$ cat config.mk
export PLATFORM = sky130hd
export DESIGN_NAME = nested_expression_evaluator_core
export DESIGN_NICKNAME = d
export VERILOG_FILES = /design/src/rtl/core/nee_pkg.sv /design/src/rtl/core/nested_expression_evaluator_core.sv
export SDC_FILE = /design/constraint.sdc
export NUM_CORES = 1
export LEC_CHECK = 0
export ABC_CLOCK_PERIOD_IN_PS = 6500
export BUFFER_PORTS_ARGS = -buffer_cell sky130_fd_sc_hd__buf_4
export CORE_MARGIN = 2
export CORE_UTILIZATION = 50
export CTS_BUF_LIST = sky130_fd_sc_hd__clkbuf_16
export DETAILED_ROUTE_END_ITERATION = 7
export PLACE_DENSITY = 0.66
export RECOVER_POWER = 25
export SETUP_SLACK_MARGIN = 0.15
export SLEW_MARGIN = 0
export SYNTH_ARGS = -nofsm -noshare
export SYNTH_HDL_FRONTEND = slang
export SYNTH_SLANG_ARGS = --single-unit
export TNS_END_PERCENT = 100
$ cat constraint.sdc
create_clock -name clk -period 6.5 [get_ports clk]
set_input_delay 1.3 -clock clk [delete_from_list [all_inputs] [get_ports clk]]
set_output_delay 1.3 -clock clk [all_outputs]
set_load 0.01 [all_outputs]
$ cat src/rtl/core/nee_pkg.sv
package nee_pkg;

    // widths and defaults
    localparam int DATA_W         = 32;
    localparam int CNT_W          = 5;
    localparam int NEST_DEPTH_DEF = 8;

    // token kinds
    localparam logic [2:0] KIND_NUMBER   = 3'd0;
    localparam logic [2:0] KIND_OPERATOR = 3'd1;
    localparam logic [2:0] KIND_OPEN     = 3'd2;
    localparam logic [2:0] KIND_CLOSE    = 3'd3;
    localparam logic [2:0] KIND_END      = 3'd4;

    // ascii operator characters
    localparam logic [7:0] CH_ADD = 8'h2B;
    localparam logic [7:0] CH_SUB = 8'h2D;
    localparam logic [7:0] CH_MUL = 8'h2A;
    localparam logic [7:0] CH_DIV = 8'h2F;
    localparam logic [7:0] CH_MOD = 8'h25;
    localparam logic [7:0] CH_AND = 8'h26;
    localparam logic [7:0] CH_OR  = 8'h7C;
    localparam logic [7:0] CH_SHL = 8'h3C;
    localparam logic [7:0] CH_SHR = 8'h3E;

    typedef enum logic [3:0] {
        OP_NONE,
        OP_ADD,
        OP_SUB,
        OP_MUL,
        OP_DIV,
        OP_MOD,
        OP_AND,
        OP_OR,
        OP_SHL,
        OP_SHR,
        OP_KEEP
    } op_t;

    typedef enum logic [1:0] {
        STATUS_OK,
        STATUS_OVERFLOW,
        STATUS_SEQUENCE,
        STATUS_EMPTY
    } status_t;

    typedef enum logic [2:0] {
        ST_IDLE,
        ST_CALC,
        ST_WB,
        ST_POP,
        ST_FOLD
    } state_t;

    typedef struct packed {
        logic [2:0]        token_kind;
        logic [DATA_W-1:0] token_value;
        logic [7:0]        opcode;
    } token_t;

    typedef struct packed {
        logic [DATA_W-1:0] result_value;
        logic [1:0]        status_code;
        logic              divide_by_zero;
    } result_t;

    typedef struct packed {
        logic [DATA_W-1:0] acc;
        op_t               op;
    } frame_t;

    // operator character to internal code, anything unknown keeps the value
    function automatic op_t decode_op(input logic [7:0] ch);
        op_t op;
        unique case (ch)
            CH_ADD:  op = OP_ADD;
            CH_SUB:  op = OP_SUB;
            CH_MUL:  op = OP_MUL;
            CH_DIV:  op = OP_DIV;
            CH_MOD:  op = OP_MOD;
            CH_AND:  op = OP_AND;
            CH_OR:   op = OP_OR;
            CH_SHL:  op = OP_SHL;
            CH_SHR:  op = OP_SHR;
            default: op = OP_KEEP;
        endcase
        return op;
    endfunction

    // operations that go through the bit-serial unit (division and modulo only by a nonzero divisor)
    function automatic logic op_is_serial(input op_t op, input logic [DATA_W-1:0] b);
        logic serial;
        unique case (op)
            OP_ADD, OP_SUB, OP_MUL, OP_AND, OP_OR, OP_SHL, OP_SHR: serial = 1'b1;
            OP_DIV, OP_MOD: serial = (b != '0);
            default: serial = 1'b0;
        endcase
        return serial;
    endfunction

    // first error wins
    function automatic status_t note_status(input status_t cur, input status_t code);
        return (cur == STATUS_OK) ? code : cur;
    endfunction

endpackage

$ cat src/rtl/core/nested_expression_evaluator_core.sv
// left-to-right 32-bit unsigned expression evaluator
//
// token channel: token_valid / token_ready carry one pre-parsed request
// (number, operator, open group, close group, end). result channel:
// result_valid / result_ready carry one result per end request, with the
// value, a status code and a sticky divide-by-zero flag.
// operator and open requests finish in the idle state; a number whose
// arithmetic operator is not a division by zero runs through the one
// bit-serial unit, one result bit (or one quotient bit, or one shift step)
// per cycle, then a write-back. a close whose operator is arithmetic adds
// a stack read before that; a close with no operator to apply takes only
// the stack read. an end request folds each open group in turn the same
// way, then loads the result register.
// token_ready is high only while no request is in work.
// the result register holds the result until taken; a following
// expression can be entered meanwhile, but its end waits for the register.
// reset empties the group stack, clears the status and drops any held
// result; the stack memory itself is not cleared.
module nested_expression_evaluator_core #(
    parameter int NEST_DEPTH = nee_pkg::NEST_DEPTH_DEF
) (
    input  logic             clk,
    input  logic             rst_n,
    input  logic             token_valid,
    output logic             token_ready,
    input  nee_pkg::token_t  token,
    output logic             result_valid,
    input  logic             result_ready,
    output nee_pkg::result_t result
);
    import nee_pkg::*;

    localparam int LVL_W  = $clog2(NEST_DEPTH + 1);
    localparam int ADDR_W = (NEST_DEPTH > 1) ? $clog2(NEST_DEPTH) : 1;
    localparam logic [LVL_W-1:0] LVL_FULL = LVL_W'(NEST_DEPTH);
    localparam logic [CNT_W-1:0] CNT_LAST = '1;

    // control state
    state_t            state_reg, state_next;
    logic [DATA_W-1:0] acc_reg, acc_next;
    op_t               pend_reg, pend_next;
    logic              expect_reg, expect_next;
    logic              have_reg, have_next;
    logic [LVL_W-1:0]  level_reg, level_next;
    status_t           sticky_reg, sticky_next;
    logic              divz_reg, divz_next;
    logic              folding_reg, folding_next;
    logic              result_valid_reg, result_valid_next;

    // serial unit and payload
    op_t               calc_op_reg, calc_op_next;
    logic [DATA_W-1:0] opa_reg, opa_next;
    logic [DATA_W-1:0] opb_reg, opb_next;
    logic [DATA_W-1:0] res_reg, res_next;
    logic [DATA_W-1:0] rem_reg, rem_next;
    logic              carry_reg, carry_next;
    logic [CNT_W-1:0]  cnt_reg, cnt_next;
    result_t           result_reg, result_next;

    // group stack
    frame_t            stack_mem [NEST_DEPTH];
    frame_t            rd_data_reg;

    // control signals
    logic              accept;
    logic              rd_en;
    logic              wr_en;
    logic              emit;
    logic [LVL_W-1:0]  lvl_dec;
    logic [ADDR_W-1:0] rd_addr;
    logic [ADDR_W-1:0] wr_addr;
    logic              start_en;
    logic [DATA_W-1:0] start_a;
    logic [DATA_W-1:0] start_b;
    op_t               start_op;
    logic              start_serial;

    // serial step helpers
    logic              sum_bit;
    logic              sum_carry;
    logic [DATA_W:0]   div_trial;
    logic [DATA_W:0]   div_diff;
    logic              div_fit;

    assign lvl_dec = level_reg - 1'b1;

    // next state
    always_comb
    begin
        state_next = state_reg;
        unique case (state_reg)
            ST_IDLE:
            begin
                if (accept)
                begin
                    if (token.token_kind == KIND_NUMBER && expect_reg
                        && op_is_serial(pend_reg, token.token_value))
                        state_next = ST_CALC;
                    else if (token.token_kind == KIND_CLOSE && level_reg != '0)
                        state_next = ST_POP;
                    else if (token.token_kind == KIND_END)
                        state_next = ST_FOLD;
                end
            end
            ST_CALC:
            begin
                if (cnt_reg == CNT_LAST)
                    state_next = ST_WB;
            end
            ST_WB:
            begin
                state_next = folding_reg ? ST_FOLD : ST_IDLE;
            end
            ST_POP:
            begin
                if (op_is_serial(rd_data_reg.op, acc_reg))
                    state_next = ST_CALC;
                else
                    state_next = folding_reg ? ST_FOLD : ST_IDLE;
            end
            ST_FOLD:
            begin
                if (level_reg != '0)
                    state_next = ST_POP;
                else if (!result_valid_reg || result_ready)
                    state_next = ST_IDLE;
            end
            default: state_next = ST_IDLE;
        endcase
    end

    // control outputs
    always_comb
    begin
        token_ready = (state_reg == ST_IDLE);
        accept      = token_valid && token_ready;
        rd_en       = (accept && token.token_kind == KIND_CLOSE && level_reg != '0)
                   || (state_reg == ST_FOLD && level_reg != '0);
        rd_addr     = lvl_dec[ADDR_W-1:0];
        wr_en       = accept && token.token_kind == KIND_OPEN && expect_reg
                   && level_reg != LVL_FULL;
        wr_addr     = level_reg[ADDR_W-1:0];
        emit        = (state_reg == ST_FOLD) && (level_reg == '0)
                   && (!result_valid_reg || result_ready);
        if (state_reg == ST_POP)
        begin
            start_en = 1'b1;
            start_a  = rd_data_reg.acc;
            start_op = rd_data_reg.op;
            start_b  = acc_reg;
        end
        else
        begin
            start_en = accept && token.token_kind == KIND_NUMBER && expect_reg;
            start_a  = acc_reg;
            start_op = pend_reg;
            start_b  = token.token_value;
        end
        start_serial = op_is_serial(start_op, start_b);
    end

    // serial step terms
    assign sum_bit   = opa_reg[0] ^ opb_reg[0] ^ carry_reg;
    assign sum_carry = (opa_reg[0] & opb_reg[0]) | (carry_reg & (opa_reg[0] ^ opb_reg[0]));
    assign div_trial = {rem_reg, opa_reg[DATA_W-1]};
    assign div_diff  = div_trial - {1'b0, opb_reg};
    assign div_fit   = (div_trial >= {1'b0, opb_reg});

    // datapath and token handling
    always_comb
    begin
        acc_next          = acc_reg;
        pend_next         = pend_reg;
        expect_next       = expect_reg;
        have_next         = have_reg;
        level_next        = level_reg;
        sticky_next       = sticky_reg;
        divz_next         = divz_reg;
        folding_next      = folding_reg;
        result_valid_next = result_valid_reg;
        result_next       = result_reg;
        calc_op_next      = calc_op_reg;
        opa_next          = opa_reg;
        opb_next          = opb_reg;
        res_next          = res_reg;
        rem_next          = rem_reg;
        carry_next        = carry_reg;
        cnt_next          = cnt_reg;

        if (result_valid_reg && result_ready)
            result_valid_next = 1'b0;

        // token decode
        if (accept)
        begin
            unique case (token.token_kind)
                KIND_NUMBER:
                begin
                    if (!expect_reg)
                        sticky_next = note_status(sticky_reg, STATUS_SEQUENCE);
                    else
                    begin
                        pend_next   = OP_NONE;
                        expect_next = 1'b0;
                        have_next   = 1'b1;
                    end
                end
                KIND_OPERATOR:
                begin
                    if (expect_reg)
                        sticky_next = note_status(sticky_reg, STATUS_SEQUENCE);
                    else
                    begin
                        pend_next   = decode_op(token.opcode);
                        expect_next = 1'b1;
                    end
                end
                KIND_OPEN:
                begin
                    if (!expect_reg)
                        sticky_next = note_status(sticky_reg, STATUS_SEQUENCE);
                    else if (level_reg == LVL_FULL)
                        sticky_next = note_status(sticky_reg, STATUS_OVERFLOW);
                    else
                    begin
                        level_next = level_reg + 1'b1;
                        acc_next   = '0;
                        pend_next  = OP_NONE;
                    end
                end
                KIND_CLOSE:
                begin
                    if (level_reg == '0)
                        sticky_next = note_status(sticky_reg, STATUS_SEQUENCE);
                end
                KIND_END:
                begin
                    folding_next = 1'b1;
                end
                default:
                begin
                end
            endcase
        end

        // pop one group level on a stack read
        if (rd_en)
            level_next = lvl_dec;

        if (state_reg == ST_POP)
        begin
            pend_next   = OP_NONE;
            expect_next = 1'b0;
            have_next   = 1'b1;
        end

        // combine: fast cases finish at once, the rest load the serial unit
        if (start_en)
        begin
            if (start_serial)
            begin
                calc_op_next = start_op;
                opa_next     = ((start_op == OP_SHL || start_op == OP_SHR)
                                && start_b[DATA_W-1:CNT_W] != '0) ? '0 : start_a;
                opb_next     = (start_op == OP_SUB) ? ~start_b : start_b;
                res_next     = '0;
                rem_next     = '0;
                carry_next   = (start_op == OP_SUB);
                cnt_next     = '0;
            end
            else
            begin
                priority case (start_op)
                    OP_NONE: acc_next = start_b;
                    OP_DIV:  acc_next = '1;
                    default: acc_next = start_a;
                endcase
                if (start_op == OP_DIV || start_op == OP_MOD)
                    divz_next = 1'b1;
            end
        end

        // one bit per cycle in the serial unit
        if (state_reg == ST_CALC)
        begin
            cnt_next = cnt_reg + 1'b1;
            unique case (calc_op_reg)
                OP_ADD, OP_SUB:
                begin
                    res_next   = {sum_bit, res_reg[DATA_W-1:1]};
                    carry_next = sum_carry;
                    opa_next   = opa_reg >> 1;
                    opb_next   = opb_reg >> 1;
                end
                OP_AND:
                begin
                    res_next = {opa_reg[0] & opb_reg[0], res_reg[DATA_W-1:1]};
                    opa_next = opa_reg >> 1;
                    opb_next = opb_reg >> 1;
                end
                OP_OR:
                begin
                    res_next = {opa_reg[0] | opb_reg[0], res_reg[DATA_W-1:1]};
                    opa_next = opa_reg >> 1;
                    opb_next = opb_reg >> 1;
                end
                OP_MUL:
                begin
                    if (opb_reg[0])
                        res_next = res_reg + opa_reg;
                    opa_next = opa_reg << 1;
                    opb_next = opb_reg >> 1;
                end
                OP_DIV, OP_MOD:
                begin
                    opa_next = opa_reg << 1;
                    if (div_fit)
                    begin
                        rem_next = div_diff[DATA_W-1:0];
                        res_next = {res_reg[DATA_W-2:0], 1'b1};
                    end
                    else
                    begin
                        rem_next = div_trial[DATA_W-1:0];
                        res_next = {res_reg[DATA_W-2:0], 1'b0};
                    end
                end
                OP_SHL:
                begin
                    if (cnt_reg < opb_reg[CNT_W-1:0])
                        opa_next = opa_reg << 1;
                end
                OP_SHR:
                begin
                    if (cnt_reg < opb_reg[CNT_W-1:0])
                        opa_next = opa_reg >> 1;
                end
                default:
                begin
                end
            endcase
        end

        // write back the serial result
        if (state_reg == ST_WB)
        begin
            priority case (calc_op_reg)
                OP_MOD:         acc_next = rem_reg;
                OP_SHL, OP_SHR: acc_next = opa_reg;
                default:        acc_next = res_reg;
            endcase
        end

        // deliver the result and start a fresh expression
        if (emit)
        begin
            result_next.result_value   = acc_reg;
            result_next.status_code    = (sticky_reg == STATUS_OK && !have_reg)
                                         ? STATUS_EMPTY : sticky_reg;
            result_next.divide_by_zero = divz_reg;
            result_valid_next          = 1'b1;
            acc_next                   = '0;
            pend_next                  = OP_NONE;
            expect_next                = 1'b1;
            have_next                  = 1'b0;
            sticky_next                = STATUS_OK;
            divz_next                  = 1'b0;
            folding_next               = 1'b0;
        end
    end

    // control registers
    always_ff @(posedge clk or negedge rst_n)
    begin
        if (!rst_n)
        begin
            state_reg        <= ST_IDLE;
            acc_reg          <= '0;
            pend_reg         <= OP_NONE;
            expect_reg       <= 1'b1;
            have_reg         <= 1'b0;
            level_reg        <= '0;
            sticky_reg       <= STATUS_OK;
            divz_reg         <= 1'b0;
            folding_reg      <= 1'b0;
            result_valid_reg <= 1'b0;
        end
        else
        begin
            state_reg        <= state_next;
            acc_reg          <= acc_next;
            pend_reg         <= pend_next;
            expect_reg       <= expect_next;
            have_reg         <= have_next;
            level_reg        <= level_next;
            sticky_reg       <= sticky_next;
            divz_reg         <= divz_next;
            folding_reg      <= folding_next;
            result_valid_reg <= result_valid_next;
        end
    end

    // serial unit and result payload
    always_ff @(posedge clk)
    begin
        calc_op_reg <= calc_op_next;
        opa_reg     <= opa_next;
        opb_reg     <= opb_next;
        res_reg     <= res_next;
        rem_reg     <= rem_next;
        carry_reg   <= carry_next;
        cnt_reg     <= cnt_next;
        result_reg  <= result_next;
    end

    // group stack memory, registered read
    always_ff @(posedge clk)
    begin
        if (wr_en)
            stack_mem[wr_addr] <= '{acc: acc_reg, op: pend_reg};
        if (rd_en)
            rd_data_reg <= stack_mem[rd_addr];
    end

    assign result_valid = result_valid_reg;
    assign result       = result_reg;

`ifndef SYNTHESIS
    a_level_bound: assert property (@(posedge clk) disable iff (!rst_n)
        level_reg <= LVL_FULL)
        else $error("group nesting level beyond stack depth");

    a_calc_len: assert property (@(posedge clk) disable iff (!rst_n)
        (state_reg == ST_CALC && cnt_reg == CNT_LAST) |=> (state_reg == ST_WB))
        else $error("serial unit did not finish after full word");

    a_pop_read: assert property (@(posedge clk) disable iff (!rst_n)
        (state_reg == ST_POP) |-> $past(rd_en))
        else $error("pop without stack read");

    a_emit_fold: assert property (@(posedge clk) disable iff (!rst_n)
        $rose(result_valid_reg) |-> ($past(state_reg) == ST_FOLD && $past(level_reg) == '0))
        else $error("result delivered with groups still open");
`endif

endmodule
== Yosys cells after proc, flatten, opt, wreduce, memory -nomap -nowiden ==
Memories as Yosys holds them, arrays and structs flattened. A register that Yosys moved wholly into a read port is not among the register bits.
Cells that the tools add are included.
Cells by class
  equality and inequality tests: 71
  $add $sub $neg: 5
  $lt $le $gt $ge: 2
  reduce and logical (&&, ||, !) cells: 71
  muxes and demuxes: 104
  bitwise operators: 7
Operator list (count)
  $mux W32: 30
  $pmux W32 S5: 1
  $pmux W32 S2: 2
  $pmux W32 S4: 1
  $reduce_bool A32 Y1: 3
  $eq A4 B3 Y1 const B: 16
  $eq A8 B6 Y1 const B: 8
  $mux W4: 13
  $eq A4 B4 Y1 const B: 9
  $pmux W4 S9: 1
  $ge A33 B32 Y1: 1
  $add A32 B32 Y32: 1
  $eq A4 B2 Y1 const B: 8
  $not A32 Y32: 1
  $sub A32 B32 Y32: 1
  $mux W1: 28
  $mux W3: 9
  $reduce_bool A27 Y1: 1
  $reduce_or A7 Y1: 3
  $ne A4 B3 Y1 const B: 5
  $reduce_bool A2 Y1: 10
  $mux W2: 9
  $logic_and A1 B1 Y1: 17
  $eq A4 B1 Y1 const B: 4
  other kinds (40): 78
Storage, ports and cells
  RAM bits: 288
  input bits: 47
  logic and storage cells: 281
  flip-flop bits (word level): 223
  memories kept: 1
Memories
  stack_mem: words 8, bits a word 36, rd ports 1, clocked after memory_dff 1, wr ports 1, line nested_expression_evaluator_core.sv:61  | frame_t stack_mem [NEST_DEPTH];

== Logic depth before layout (Yosys ltp) ==
  word-level depth: 11
  mapped depth: 15

== Worst setup path before layout ==
Ideal clock, no wire load.
  path kind: input to register
  start: input token[40] in the netlist's numbering
  end: memory stack_mem[0][0] in the netlist's numbering, enable pin
  library setup time: 0.474 ns
  stages on the path: 6
  data arrival time: 4.755 ns
  path slack: 1.272 ns
  data required time: 6.026 ns
  buffers on the path: 1
  cells stage by stage: clkbuf_1 nor2b_1 nand2_1 nor3_1 nand2b_1 nor3_1
On the way
  longest elaborated chain between the ends: 6
Ends and longest elaborated chain
  start: declaration: line nested_expression_evaluator_core.sv:26  | input nee_pkg::token_t token,
  $eq A3 B2 Y1: line nested_expression_evaluator_core.sv:140  | wr_en = accept && token.token_kind == KIND_OPEN && expect_reg
  $logic_and A1 B1 Y1 (2 in a row): line nested_expression_evaluator_core.sv:140
  $logic_and A1 B1 Y1: line nested_expression_evaluator_core.sv:141  | && level_reg != LVL_FULL;
  $mux W1: line nested_expression_evaluator_core.sv:419  | if (wr_en)
  $mux W1 (implied by the code): line nested_expression_evaluator_core.sv:420  | stack_mem[wr_addr] <= '{acc: acc_reg, op: pend_reg};
  end: declaration: line nested_expression_evaluator_core.sv:61
Every way passes these cells.

== Worst setup path in the final report ==
  start: register opb_reg[6]
  end: register rem_reg[27]
On the way
  longest elaborated chain between the ends: 4
Ends and longest elaborated chain
  start: declaration: line nested_expression_evaluator_core.sv:53  | logic [DATA_W-1:0] opb_reg, opb_next;
  start signal: assignment: line nested_expression_evaluator_core.sv:408  | opb_reg <= opb_next;
  $sub A32 B32 Y32 or $ge A33 B32 Y1 (tied branches): line nested_expression_evaluator_core.sv:166, nested_expression_evaluator_core.sv:167
  $mux W32 (*): line nested_expression_evaluator_core.sv:317  | if (div_fit)
  $mux W32 (*): line nested_expression_evaluator_core.sv:287  | unique case (calc_op_reg)
  $mux W32 (*): line nested_expression_evaluator_core.sv:284  | if (state_reg == ST_CALC)
  via rem_next[27]: line nested_expression_evaluator_core.sv:55  | logic [DATA_W-1:0] rem_reg, rem_next;
  end signal: assignment: line nested_expression_evaluator_core.sv:410  | rem_reg <= rem_next;
  end: declaration: line nested_expression_evaluator_core.sv:55
Mark *: on every way through the listed nets, which the timed path passes. The rest lies on a longest branch.
A chain may end at the register's enable or synchronous reset.

==> flow_metrics.env <==
export IMPL_overflow=0
export IMPL_fin_crit_sh_pct=66.5
export IMPL_core_area_sq_um=55200
export IMPL_cts_tree="built"
export IMPL_setup_viol=0
export IMPL_placed_cell_area_sq_um=29300
export IMPL_startpoint_type="flop"
export IMPL_wire_per_inst_um=25.3
export IMPL_endpoint="rem_reg[27]"
export IMPL_ios=84
export IMPL_grt_max_degree=132
export IMPL_syn_area_per_cell_sq_um=11.5
export IMPL_fin_area_sq_um=31100
export IMPL_netlist_area_sq_um=28000
export IMPL_path_clk_slew_ps=60
export IMPL_diodes=0
export IMPL_fin_skew_ps=37.4
export IMPL_status="finished, final reports clean"
export IMPL_report_final_hold_viol_count=0
export IMPL_hold_ws_ps=457
export IMPL_async_reset_ff_share_pct=9.14
export IMPL_synth_distinct_cells=85
export IMPL_r2r_worst_path_cells=13
export IMPL_globalRouteMet2Util_pct=44.6
export IMPL_synth_cells=2434
export IMPL_root_buffer="clkbuf_16"
export IMPL_p_leak_nw=11.6
export IMPL_synth_edf_count=368
export IMPL_yosysMostFrequentCell="edfxtp_1"
export IMPL_synthFlopType="edfxtp_1"
export IMPL_critical_path_required_ps=7030
export IMPL_grt_met1_usage_pct=40.2
export IMPL_areaGrowthSynthToFinish_pct=11.4
export IMPL_post_cts_setup_buffers=0
export IMPL_critPathMaxFanout=40
export IMPL_port_buffers=83
export IMPL_ir_drop_uv=369
export IMPL_totalNegativeSetupSlack_ps=0
export IMPL_grt_pass1_wl_um=125000
export IMPL_drv_slew=0
export IMPL_start_util_pct=50.7
export IMPL_vias=21200
export IMPL_drt_antenna_violating_nets=0
export IMPL_startpoint="opb_reg[6]"
export IMPL_final_util_pct=56.4
export IMPL_synth_top_area_cell="edfxtp_1"
export IMPL_die_w_um=240
export IMPL_place_ws_ps=1770
export IMPL_largest_reg_flops=288
export IMPL_htree_levels=2
export IMPL_ys_seq_area_share_pct=53.2
export IMPL_synth_top_family_by_area="compound AO/OA/AOI/OAI gates"
export IMPL_setup_ws_ps=2180
export IMPL_rr_startpoint="opb_reg[6]"
export IMPL_drc=0
export IMPL_viasPerCell=6.51
export IMPL_ys_top_cells_by_count="edfxtp_1, a21oi_1, nor2_1"
export IMPL_clock_latency_ps=640
export IMPL_synth_xor_area_share_pct=2.94
export IMPL_fmaxAchievable_mhz=231
export IMPL_busiest_layer="met2"
export IMPL_drive_above_1_share_pct=14.8
export IMPL_dpl_hpwl_um=54700
export IMPL_worstSetupPathType="flop to flop"
export IMPL_slew_headroom_pct=6.34
export IMPL_finalCriticalPeriod_ps=4320
export IMPL_synth_simple_area_share_pct=9.03
export IMPL_rrSetupSlack_ps=2180
export IMPL_grtUsageTotal_pct=28.6
export IMPL_drt_pre_antenna_iters=6
export IMPL_yosys_warnings=0
export IMPL_nets=2579
export IMPL_cts_hold_buf=0
export IMPL_die_area_sq_um=57800
export IMPL_grt_pass1_vias=20000
export IMPL_die_h_um=240
export IMPL_synthAdderAreaFrac_pct=3.48
export IMPL_clock_path_buffers=3
export IMPL_worst_pin_slew_ps=1390
export IMPL_drt_initial_drc_count=2771
export IMPL_syn_num_nets=2557
export IMPL_wirelength_um=82300
export IMPL_synth_seq_cells=547
export IMPL_worstPathArrival_ps=4850
export IMPL_gp_congestion=0.943
export IMPL_cts_sinks=547
export IMPL_numCtsBuffers=59
export IMPL_end_kind="flop"
export IMPL_maxCapViolations=0
export IMPL_hold_class="flop to flop"
export IMPL_synth_top_area_share_pct=39.5
export IMPL_rsz0062_at_grt="false"
export IMPL_antenna_found_initial=6
export IMPL_gr_usage_met3_pct=6.10
export IMPL_synth_mux_area_fraction_pct=10.7
export IMPL_synth_compound_area_share_pct=17.3
export IMPL_num_rows=86
export IMPL_reg2reg_to="rem_reg[27]"
export IMPL_p_per_area_nw_per_um2=511
export IMPL_synth_area_top_cells="edfxtp_1, dfxtp_1, mux4_2"
export IMPL_cts_resized_gates=0
==> worst min-delay path by stage <==
stage | from | endpoint | slack, ps | cells after the start
after floorplan | divz_reg | result[0] | 430 | 0
after global placement | divz_reg | result[0] | 440 | 0
after detailed placement | divz_reg | result[0] | 440 | 0
after CTS | divz_reg | result[0] | 450 | 0
after global routing | divz_reg | result[0] | 480 | 0
final | divz_reg | result[0] | 460 | 0
==> routing by layer <==
| metal | wire length (um) | up-vias |
|---|---|---|
| li1 | - | 9442 |
| met2 | 37500 | 1054 |
| met5 | 61 | - |
| met1 | 34200 | 10500 |
| met4 | 2500 | 10 |
| met3 | 8060 | 135 |
==> worst max-delay path, stage by stage (launching register included) <==
cell and delay [ps]:
dfxtp_1 560, inv_1 90, ha_1 420, and3_1 210, a32oi_1 150, and3_1 330, a21oi_2 170, a31o_2 290
o21ai_1 200, and2_1 160, buf_4 400, nand2b_1 680, nor3_1 230, a221o_1 300
==> power breakdown <==
group / internal, mW / switching (mW)
clock: 1.75 / 1.40
sequential: 4.68 / 1.32
combinational: 2.97 / 3.80
total: 9.40 / 6.53
==> layout make-up <==
cell class	count	area, sq um
fillers	4609	24100
multi-input cells	1657	12300
clock buffers	60	1500
clock inverters	48	302
well taps	748	936
flip-flops and latches	547	14900
repair buffers	123	936
inverters	68	255
==> kinds of logic after synthesis <==
kind of cell | Yosys count
and+or+nand+nor | 547
muxes | 202
adders and majority gates | 76
buffers and inverters | 230
xor gates and xnor gates | 94
AOI/OAI and AO/OA | 738
DFF | 547
==> placed cells by master (no fill, tap or decap), drive strengths merged, types with 25 or more instances in the layout <==
master    n
a21oi   238
nor2    175
nor3     74
buf     123
ha       73
o31ai    32
mux2     45
o21ai   143
dfrtp    49
xnor2    37
inv      86
xor2     57
nand2   172
o22ai    35
mux2i    85
a221oi   31
edfxtp  368
a21o     33
a22oi    44
dfxtp   129
nand3    29
clkbuf   60
a31oi    25
mux4     72
a221o    27
==> per-stage QoR <==
stage	instances	power, mW
2_1_floorplan	2434	10.6
3_3_place_gp	3143	12.6
3_5_place_dp	3143	12.7
4_1_cts	3251	15.9
5_1_grt	3251	16.8
6_report	3251	15.9
No activity file was read; power rests on OpenSTA's default activity.
